File: config.mk
export PLATFORM = sky130hd
export DESIGN_NAME = telemetry_frame_parser_core
export DESIGN_NICKNAME = d
export VERILOG_FILES = /design/src/sv/tfp_pkg.sv /design/src/sv/tfp_frame_decode.sv /design/src/sv/tfp_result_fifo.sv /design/src/sv/telemetry_frame_parser_core.sv
export VERILOG_INCLUDE_DIRS = /design/src /design/src/sv
export SDC_FILE = /design/constraint.sdc
export NUM_CORES = 1
export LEC_CHECK = 0
export ABC_AREA = 1
export BUFFER_PORTS_ARGS = -buffer_cell sky130_fd_sc_hd__buf_2
export CORE_MARGIN = 5
export CORE_UTILIZATION = 60
export CTS_CLUSTER_DIAMETER = 150
export DETAILED_ROUTE_END_ITERATION = 10
export HOLD_SLACK_MARGIN = 0.05
export PLACE_DENSITY = 0.82
export SETUP_SLACK_MARGIN = 0.15
export SYNTH_ARGS = -nofsm -noshare
export SYNTH_HDL_FRONTEND = slang
export SYNTH_SLANG_ARGS = --single-unit
File: constraint.sdc
create_clock -name clk -period 4.01 [get_ports clk]
set_input_delay 0.401 -clock clk [delete_from_list [all_inputs] [get_ports clk]]
set_output_delay 0.401 -clock clk [all_outputs]
set_load 0.01 [all_outputs]
File: src/sv/telemetry_frame_parser_core_assert.svh
// ----------------------------------------------------------------------------
// Telemetry frame parser assertion macros
// Clocked, reset-gated property wrappers shared by the parser RTL.
// ----------------------------------------------------------------------------
`ifndef TELEMETRY_FRAME_PARSER_CORE_ASSERT_SVH
`define TELEMETRY_FRAME_PARSER_CORE_ASSERT_SVH

// Same-cycle implication, sampled on clk, off while rst_n is low.
`define TFP_ASSERT_IMPLIES(lbl, ante, cons) \
    lbl: assert property (@(posedge clk) disable iff (!rst_n) (ante) |-> (cons)) \
        else $error("telemetry frame parser: same-cycle check failed");

// Next-cycle implication, sampled on clk, off while rst_n is low.
`define TFP_ASSERT_NEXT(lbl, ante, cons) \
    lbl: assert property (@(posedge clk) disable iff (!rst_n) (ante) |=> (cons)) \
        else $error("telemetry frame parser: next-cycle check failed");

`endif

File: src/sv/tfp_pkg.sv
// ----------------------------------------------------------------------------
// Telemetry frame parser package
// Frame layout, field codes, result item type and result queue sizing.
// ----------------------------------------------------------------------------
package tfp_pkg;

    localparam int NUM_LEGS       = 5;
    localparam int JOINTS_PER_LEG = 4;
    localparam int NUM_ANGLES     = NUM_LEGS * JOINTS_PER_LEG;

    // Byte offsets within a frame (magic byte at 0)
    localparam int POS_W = 7;
    localparam logic [POS_W-1:0] POS_MAGIC  = POS_W'(0);
    localparam logic [POS_W-1:0] POS_STATUS = POS_W'(1);
    localparam logic [POS_W-1:0] POS_ANGLE  = POS_W'(2);
    localparam logic [POS_W-1:0] POS_DIST   = POS_W'(2 + 2 * NUM_ANGLES);
    localparam logic [POS_W-1:0] POS_SERVO  = POS_W'(2 + 2 * NUM_ANGLES + NUM_LEGS);
    localparam logic [POS_W-1:0] POS_IMUX   =
        POS_W'(2 + 2 * NUM_ANGLES + NUM_LEGS + NUM_ANGLES / 2);
    localparam logic [POS_W-1:0] POS_LOOP   =
        POS_W'(2 + 2 * NUM_ANGLES + NUM_LEGS + NUM_ANGLES / 2 + 8);
    localparam logic [POS_W-1:0] POS_SUM    =
        POS_W'(2 + 2 * NUM_ANGLES + NUM_LEGS + NUM_ANGLES / 2 + 9);

    localparam logic [7:0]  XOR_SEED    = 8'hFE;
    localparam logic [15:0] WORD_OFFSET = 16'h8000;

    typedef enum logic [3:0] {
        KIND_STATUS = 4'd0,
        KIND_ANGLE  = 4'd1,
        KIND_DIST   = 4'd2,
        KIND_SERVO  = 4'd3,
        KIND_IMUX   = 4'd4,
        KIND_IMUY   = 4'd5,
        KIND_IMUS   = 4'd6,
        KIND_VOLT   = 4'd7,
        KIND_LOOP   = 4'd8,
        KIND_END    = 4'd9
    } kind_t;

    typedef enum logic [1:0] {
        FST_OK        = 2'd0,
        FST_BAD_MAGIC = 2'd1,
        FST_BAD_SUM   = 2'd2
    } fstat_t;

    typedef struct packed {
        kind_t              kind;
        logic [4:0]         index;
        logic signed [15:0] value;
        fstat_t             status;
        logic               last;
    } result_t;

    // Result queue
    localparam int RES_DEPTH = 4;
    localparam int RES_PTR_W = 2;
    localparam int RES_CNT_W = 3;

    typedef struct packed {
        logic [RES_CNT_W-1:0] count;
        logic                 not_empty;
        logic                 room2;     // space for a two-result byte
    } fifo_stat_t;

endpackage

File: src/sv/tfp_frame_decode.sv
// ----------------------------------------------------------------------------
// Telemetry frame decoder
// Frame position, running XOR and held high byte; turns one byte into up to
// two result items.
// ----------------------------------------------------------------------------
module tfp_frame_decode (
    input  logic                clk,
    input  logic                rst_n,
    input  logic [7:0]          magic_value,
    input  logic [7:0]          in_byte,
    input  logic                fire,
    output logic [1:0]          wr_cnt,
    output tfp_pkg::result_t    res0,
    output tfp_pkg::result_t    res1
);

    logic [tfp_pkg::POS_W-1:0] pos_reg, pos_next;
    logic [7:0]                xor_reg, xor_next;
    logic [7:0]                held_reg, held_next;
    logic [1:0]                n_res;

    always_comb
    begin
        logic [tfp_pkg::POS_W-1:0] off_a;
        logic [tfp_pkg::POS_W-1:0] off_d;
        logic [tfp_pkg::POS_W-1:0] off_s;
        logic [tfp_pkg::POS_W-1:0] off_i;
        logic [15:0]               word;

        off_a = pos_reg - tfp_pkg::POS_ANGLE;
        off_d = pos_reg - tfp_pkg::POS_DIST;
        off_s = pos_reg - tfp_pkg::POS_SERVO;
        off_i = pos_reg - tfp_pkg::POS_IMUX;
        word  = {held_reg, in_byte} ^ tfp_pkg::WORD_OFFSET;

        pos_next  = pos_reg;
        xor_next  = xor_reg;
        held_next = held_reg;
        n_res     = 2'd1;

        res0.kind   = tfp_pkg::KIND_END;
        res0.index  = '0;
        res0.value  = '0;
        res0.status = tfp_pkg::FST_OK;
        res0.last   = 1'b1;
        res1        = res0;

        if (pos_reg == tfp_pkg::POS_MAGIC)
        begin
            if (in_byte != magic_value)
            begin
                res0.status = tfp_pkg::FST_BAD_MAGIC;
                xor_next    = tfp_pkg::XOR_SEED;
            end
            else
            begin
                xor_next = tfp_pkg::XOR_SEED ^ in_byte;
                pos_next = tfp_pkg::POS_STATUS;
                n_res    = 2'd0;
            end
        end
        else if (pos_reg >= tfp_pkg::POS_SUM)
        begin
            res0.status = (in_byte == xor_reg) ? tfp_pkg::FST_OK : tfp_pkg::FST_BAD_SUM;
            pos_next    = tfp_pkg::POS_MAGIC;
            xor_next    = tfp_pkg::XOR_SEED;
        end
        else
        begin
            xor_next = xor_reg ^ in_byte;
            pos_next = pos_reg + tfp_pkg::POS_W'(1);
            if (pos_reg == tfp_pkg::POS_STATUS)
            begin
                res0.kind  = tfp_pkg::KIND_STATUS;
                res0.value = {{8{in_byte[7]}}, in_byte};
            end
            else if (pos_reg < tfp_pkg::POS_DIST)
            begin
                if (!off_a[0])
                begin
                    held_next = in_byte;
                    n_res     = 2'd0;
                end
                else
                begin
                    res0.kind  = tfp_pkg::KIND_ANGLE;
                    res0.index = off_a[5:1];
                    res0.value = word;
                end
            end
            else if (pos_reg < tfp_pkg::POS_SERVO)
            begin
                res0.kind  = tfp_pkg::KIND_DIST;
                res0.index = off_d[4:0];
                res0.value = {8'd0, in_byte};
            end
            else if (pos_reg < tfp_pkg::POS_IMUX)
            begin
                // low nibble first, then high nibble, both unsigned
                res0.kind  = tfp_pkg::KIND_SERVO;
                res0.index = {off_s[3:0], 1'b0};
                res0.value = {12'd0, in_byte[3:0]};
                res0.last  = 1'b0;
                res1.kind  = tfp_pkg::KIND_SERVO;
                res1.index = {off_s[3:0], 1'b1};
                res1.value = {12'd0, in_byte[7:4]};
                n_res      = 2'd2;
            end
            else if (pos_reg < tfp_pkg::POS_LOOP)
            begin
                if (!off_i[0])
                begin
                    held_next = in_byte;
                    n_res     = 2'd0;
                end
                else
                begin
                    case (off_i[2:1])
                        2'd0:    res0.kind = tfp_pkg::KIND_IMUX;
                        2'd1:    res0.kind = tfp_pkg::KIND_IMUY;
                        2'd2:    res0.kind = tfp_pkg::KIND_IMUS;
                        default: res0.kind = tfp_pkg::KIND_VOLT;
                    endcase
                    res0.value = word;
                end
            end
            else
            begin
                res0.kind  = tfp_pkg::KIND_LOOP;
                res0.value = {8'd0, in_byte};
            end
        end
    end

    assign wr_cnt = fire ? n_res : 2'd0;

    always_ff @(posedge clk or negedge rst_n)
    begin
        if (!rst_n)
        begin
            pos_reg  <= tfp_pkg::POS_MAGIC;
            xor_reg  <= tfp_pkg::XOR_SEED;
            held_reg <= '0;
        end
        else if (fire)
        begin
            pos_reg  <= pos_next;
            xor_reg  <= xor_next;
            held_reg <= held_next;
        end
    end

endmodule

File: src/sv/tfp_result_fifo.sv
// ----------------------------------------------------------------------------
// Telemetry frame parser result queue
// Small queue of result items; takes up to two items per cycle, gives one.
// ----------------------------------------------------------------------------
module tfp_result_fifo (
    input  logic                  clk,
    input  logic                  rst_n,
    input  logic [1:0]            wr_cnt,
    input  tfp_pkg::result_t      wr0,
    input  tfp_pkg::result_t      wr1,
    input  logic                  pop,
    output tfp_pkg::result_t      head,
    output tfp_pkg::fifo_stat_t   stat
);

    tfp_pkg::result_t                mem_reg [tfp_pkg::RES_DEPTH];
    logic [tfp_pkg::RES_PTR_W-1:0]   wr_ptr_reg, wr_ptr_next;
    logic [tfp_pkg::RES_PTR_W-1:0]   rd_ptr_reg, rd_ptr_next;
    logic [tfp_pkg::RES_CNT_W-1:0]   count_reg, count_next;
    logic [tfp_pkg::RES_PTR_W-1:0]   wr_ptr_p1;

    assign wr_ptr_p1   = wr_ptr_reg + tfp_pkg::RES_PTR_W'(1);
    assign wr_ptr_next = wr_ptr_reg + tfp_pkg::RES_PTR_W'(wr_cnt);
    assign rd_ptr_next = rd_ptr_reg + tfp_pkg::RES_PTR_W'(pop);
    assign count_next  = count_reg + tfp_pkg::RES_CNT_W'(wr_cnt)
                         - tfp_pkg::RES_CNT_W'(pop);

    assign head           = mem_reg[rd_ptr_reg];
    assign stat.count     = count_reg;
    assign stat.not_empty = (count_reg != '0);
    assign stat.room2     = (count_reg <= tfp_pkg::RES_CNT_W'(tfp_pkg::RES_DEPTH - 2));

    always_ff @(posedge clk or negedge rst_n)
    begin
        if (!rst_n)
        begin
            wr_ptr_reg <= '0;
            rd_ptr_reg <= '0;
            count_reg  <= '0;
        end
        else
        begin
            wr_ptr_reg <= wr_ptr_next;
            rd_ptr_reg <= rd_ptr_next;
            count_reg  <= count_next;
        end
    end

    always_ff @(posedge clk)
    begin
        if (wr_cnt != 2'd0)
        begin
            mem_reg[wr_ptr_reg] <= wr0;
        end
        if (wr_cnt == 2'd2)
        begin
            mem_reg[wr_ptr_p1] <= wr1;
        end
    end

endmodule

File: src/sv/telemetry_frame_parser_core.sv
// Flow: a taken byte is held in the input register, decoded once the queue has room, and
//   its items are queued for the port. Bytes that only hold a high byte give no result.
// Throughput: one byte per cycle while the queue has room for two items; a servo-status
//   byte gives two items for the single output port, so runs of them back up the queue.
// Reset (rst_n, async, low): empty pipeline, frame position back to the magic byte,
//   checksum seed 0xFE, held byte and magic register zero.
// ----------------------------------------------------------------------------
// Telemetry frame parser top level
// Byte-serial telemetry frame parser: input register, frame decoder and a
// small result queue in front of the output port.
// ----------------------------------------------------------------------------
`include "telemetry_frame_parser_core_assert.svh"

module telemetry_frame_parser_core (
    input  logic               clk,
    input  logic               rst_n,
    // configuration: magic byte
    input  logic               cfg_valid,
    output logic               cfg_ready,
    input  logic [7:0]         cfg_data,
    // received bytes
    input  logic               rx_valid,
    output logic               rx_ready,
    input  logic [7:0]         rx_byte,
    // decoded result items
    output logic               out_valid,
    input  logic               out_ready,
    output logic [3:0]         field_kind,
    output logic [4:0]         field_index,
    output logic signed [15:0] field_value,
    output logic [1:0]         frame_status,
    output logic               result_last
);

    logic [7:0]            magic_value_reg;
    logic                  in_valid_reg;
    logic [7:0]            in_byte_reg;
    logic                  fire;
    logic                  pop;
    logic [1:0]            wr_cnt;
    tfp_pkg::result_t      res0;
    tfp_pkg::result_t      res1;
    tfp_pkg::result_t      head;
    tfp_pkg::fifo_stat_t   fifo_stat;

    // Configuration is always taken; the user must write it only while the parser is idle (not enforced here).
    assign cfg_ready = 1'b1;

    always_ff @(posedge clk or negedge rst_n)
    begin
        if (!rst_n)
        begin
            magic_value_reg <= '0;
        end
        else if (cfg_valid && cfg_ready)
        begin
            magic_value_reg <= cfg_data;
        end
    end

    // Input register: the held byte is decoded once the queue has room for
    // the largest result group (two items). Ready depends on registers only,
    // so the output side never reaches the input handshake combinationally.
    assign fire     = in_valid_reg && fifo_stat.room2;
    assign rx_ready = !in_valid_reg || fifo_stat.room2;

    always_ff @(posedge clk or negedge rst_n)
    begin
        if (!rst_n)
        begin
            in_valid_reg <= 1'b0;
        end
        else if (rx_valid && rx_ready)
        begin
            in_valid_reg <= 1'b1;
        end
        else if (fire)
        begin
            in_valid_reg <= 1'b0;
        end
    end

    always_ff @(posedge clk)
    begin
        if (rx_valid && rx_ready)
        begin
            in_byte_reg <= rx_byte;
        end
    end

    tfp_frame_decode u_decode (
        .clk         (clk),
        .rst_n       (rst_n),
        .magic_value (magic_value_reg),
        .in_byte     (in_byte_reg),
        .fire        (fire),
        .wr_cnt      (wr_cnt),
        .res0        (res0),
        .res1        (res1)
    );

    tfp_result_fifo u_fifo (
        .clk    (clk),
        .rst_n  (rst_n),
        .wr_cnt (wr_cnt),
        .wr0    (res0),
        .wr1    (res1),
        .pop    (pop),
        .head   (head),
        .stat   (fifo_stat)
    );

    // Output port straight from the queue head.
    assign out_valid    = fifo_stat.not_empty;
    assign pop          = out_valid && out_ready;
    assign field_kind   = head.kind;
    assign field_index  = head.index;
    assign field_value  = head.value;
    assign frame_status = head.status;
    assign result_last  = head.last;

    // ------------------------------------------------------------------------
    // Checks
    // ------------------------------------------------------------------------
    // Queue never overfills.
    `TFP_ASSERT_IMPLIES(a_fifo_bound, 1'b1,
        fifo_stat.count <= tfp_pkg::RES_CNT_W'(tfp_pkg::RES_DEPTH))
    // Only frame-end items carry a nonzero frame status.
    `TFP_ASSERT_IMPLIES(a_status_only_end, out_valid && field_kind != tfp_pkg::KIND_END,
        frame_status == tfp_pkg::FST_OK)
    // The low servo nibble is never the last item of its byte.
    `TFP_ASSERT_IMPLIES(a_servo_low_not_last,
        out_valid && field_kind == tfp_pkg::KIND_SERVO && !field_index[0], !result_last)
    // The partner of a non-last item is already queued behind it.
    `TFP_ASSERT_NEXT(a_pair_follows, pop && !result_last, out_valid)

endmodule

==> summary.txt <==
Critical path
  – RR Endpoint: u_fifo.mem_reg[0][21]$_DFFE_PP_
  – Crit-path max cell delay: between 400 and 500 ps
  – Worst setup SP type: flop
  – WP depth: 13
  – Reg2Reg Setup Slack: 810 ps
  – CP Max Fanout: 23
  – Largest delay share family, worst path: simple AND/OR/NAND/NOR gates
  – Critical path class: reg2reg
  – Number of buffers and inverters on the critical path: 4
  – CP Capture Type: flop
  – CP startpoint: u_decode.pos_reg[1]$_DFFE_PN0P_
  – Slowest cell on crit path: nand2_1
  – Critical Path AT: around 3300 ps
  – Reg2reg path depth: 13
  – CP cell instances: inv_1 -> ha_1 -> nand2_1 -> nand3_1 -> nand2_2 -> inv_2 -> nand2_1 -> nor2_4 -> nand2_4 -> inv_2 -> nand2_1 -> buf_4 -> nand2_1
  – FF-to-FF Start: u_decode.pos_reg[1]$_DFFE_PN0P_
  – Req. time, crit path: about 4000 ps
  – CP most frequent cell: nand2_1
  – Crit path to: u_fifo.mem_reg[0][21]$_DFFE_PP_

Layout
  – Flip-flop count of the largest register, all copies and words added: approximately 110
  – Ant. Diodes: 0
  – Fraction of layout cells with a size suffix above 1: about 15%
  – # nets final: 1031
  – Finished Core Util: 67.2%
  – Area growth syn-to-layout: 10.1%

Die
  – Rows: 42
  – Initial cell density of the core: 61.1%
  – DIE AREA: 15900 µm²
  – Boundary pin count: 52
  – Die span in y: roughly 130 µm
  – Die Wd: 126 µm
  – CORE AREA: approximately 13000 µm²

Clock network
  – Longest Clk Path Bufs: 2
  – Clock Latency Late Sink: between 400 and 500 ps
  – Hold-fix buffer count after cts: 0
  – Gates resized, CTS repair: 0
  – CTS H-tree depth: 4
  – CTS buffer count: 17
  – CTS Sinks: between 150 and 200
  – Worst-path clk slew: approximately 60 ps
  – TritonCTS clock tree: built
  – Post-CTS setup buffer count: 0
  – Root Driver: clkbuf_16

Outcome
  – Outcome: complete, no violations

Synthesis
  – Area of the mapped netlist: slightly above 8000 µm²
  – EDFF count, synth: 52
  – Synth top area cells: edfxtp_1 19%, dfxtp_1 17%, dfrtp_1 9.9%
  – Cells after synthesis: slightly below 1000
  – Fraction of registers with async set/reset: 24.5%
  – Synth Register Bits: approximately 160
  – Cell variety after synth: 46
  – Synth top area share: 19.3%
  – Largest area contributor in the netlist: edfxtp_1
  – Syn Area/Cell: around 8.3 µm²
  – Synth Warn #: 0
  – Mapped Nets: 1012
  – Synth Flop Type: dfxtp_1
  – Sequential area share after synthesis: between 40% and 50%

Global route
  – Initial antenna violation count: 0
  – Tot GR Track Use: a little over a quarter
  – Global-route wire length before repair: around 34 mm
  – Vias in the first global route: 6687
  – Grt total ovfl: 0
  – Largest net degree at the start of global routing: 69

Timing
  – Fin crit period: about 3200 ps
  – Slew @ Worst Pin: ~910 ps
  – Fin. Hold Viols: 0
  – Slew margin rel.: about 39%
  – TNS Setup: 0 ps
  – Slack of the critical path: 811 ps
  – Max Slew Vio Count: 0
  – Final setup fails: 0
  – WHS: 104 ps
  – Achievable Freq: 313 MHz
  – Clk_skew: roughly 9 ps
  – RSZ-0062 raised after global routing: no
  – Final Cycle Share: approximately 80%

Placement
  – Gp weighted congestion: a little under 1
  – Pre-CTS WS: slightly below 900 ps
  – Port Buffers: 50
  – Detail Placement HPWL: between 10 and 15 mm

Min path
  – Hold Crit Class: in2async

Detailed routing
  – DR pass1 iterations: 6
  – Final ANT Viol Nets: 0
  – Iteration-0 DRC Markers: 810
  – Post-route DRC: 0
  – Post-Route WL: about 21 mm
  – Vias/cell: 5.94
  – Wirelength per Cell: about 18 µm
  – Vias: 7028

Flow run
  – Maxcap violations: 0

Power
  – Pleak: roughly 4.0 nW
  – Worst-case vdd ir drop: about 470 µV
  – Pwr per Cell Area: approximately 860 nW/µm²
  – Total power: about 7.7 mW
==> power breakdown <==
part | leakage, nW | internal [mW] | total, mW | switching [mW]
logic | 2.14 | 1.08 | 3.55 | 2.47
registers | 1.52 | 2.24 | 2.55 | 0.301
clock network | 0.297 | 0.951 | 1.60 | 0.646
total | 3.95 | 4.27 | 7.69 | 3.42
==> cells in the mapped netlist (all sizes together), types with 2 or more instances <==
cell    count
o21ai     108
a21oi      30
xnor2       5
clkbuf     31
dfstp       7
nand2     195
nor2       94
nor4        2
dfrtp      32
o221ai      7
nor3        2
o22ai      30
ha         14
dfxtp      68
nand3     172
nand4      10
a22oi       2
edfxtp     52
inv        54
xor2       15
buf        35
==> metrics by stage <==
step / std cells / instance area, µm²
final: 1184 / 8900
after global placement: 1152 / 8310
after CTS: 1184 / 8900
after detailed placement: 1152 / 8310
after global routing: 1184 / 8900
after floorplan: 976 / 8090
==> worst reg2reg max path, cell delays in order (launching register included) <==
cell and delay [ps]:
dfrtp_1 450, inv_1 230, ha_1 280, nand2_1 90, nand3_1 90, nand2_2 110
inv_2 90, nand2_1 100, nor2_4 250, nand2_4 120, inv_2 220, nand2_1 90
buf_4 250, nand2_1 470
==> cells in the final DEF (no fill, tap or decap), drive strengths merged <==
cell type and instances:
o21ai 108, xor2 15, a21oi 30, ha 14
dfxtp 68, fa 1, nor2 94, nor3 2
a21boi 1, nand3b 1, nand4 10, dfrtp 32
o32ai 1, dfstp 7, conb 1, o31ai 1
o21a 1, inv 55, buf 66, clkbuf 26
a22oi 2, o221ai 7, o311ai 1, edfxtp 52
clkinv 6, nand2 195, o22ai 30, nand3 172
and3 1, nor4 2, xnor2 5, a211oi 1
==> worst min-delay path by stage <==
stage,startpoint,endpoint,cells past startpoint
after floorplan,rst_n,in_valid_reg$_DFFE_PN0P_,0
after global placement,u_fifo.mem_reg[1][0]$_SDFFE_PP1P_,u_fifo.mem_reg[1][0]$_SDFFE_PP1P_,2
after detailed placement,u_fifo.mem_reg[1][0]$_SDFFE_PP1P_,u_fifo.mem_reg[1][0]$_SDFFE_PP1P_,2
after CTS,rst_n,in_valid_reg$_DFFE_PN0P_,1
after global routing,rx_byte[2],in_byte_reg[2]$_DFFE_PP_,1
final,rst_n,in_valid_reg$_DFFE_PN0P_,1
==> kinds of logic after synthesis <==
group           Yosys count  share of synthesized area [%]
fa+ha+maj                15                           2.41
buf+inv                 121                           7.10
simple gates            477                           27.2
flops                   159                           48.3
xor+xnor                 20                           2.17
compound gates          183                           12.7
other cells               1                         0.0464
==> routing by layer <==
metal,vias to the layer above,global-route usage [%],share of wire (%)
li1,3376,-,-
met1,3277,35.7,41
met2,336,42.9,47
met3,39,5.50,9.2
met4,0,9.46,2.2
met5,-,0,0
==> cell type report <==
class,instances,area (µm²)
Timing Repair Buffer,66,370
Sequential cell,159,3910
Inverter,55,208
Tap cell,176,220
Clock inverter,6,41.3
Fill cell,1092,4340
Multi-Input combinational cell,696,3600
Clock buffer,26,552
Note: power is estimated with default switching activity, not from simulation.
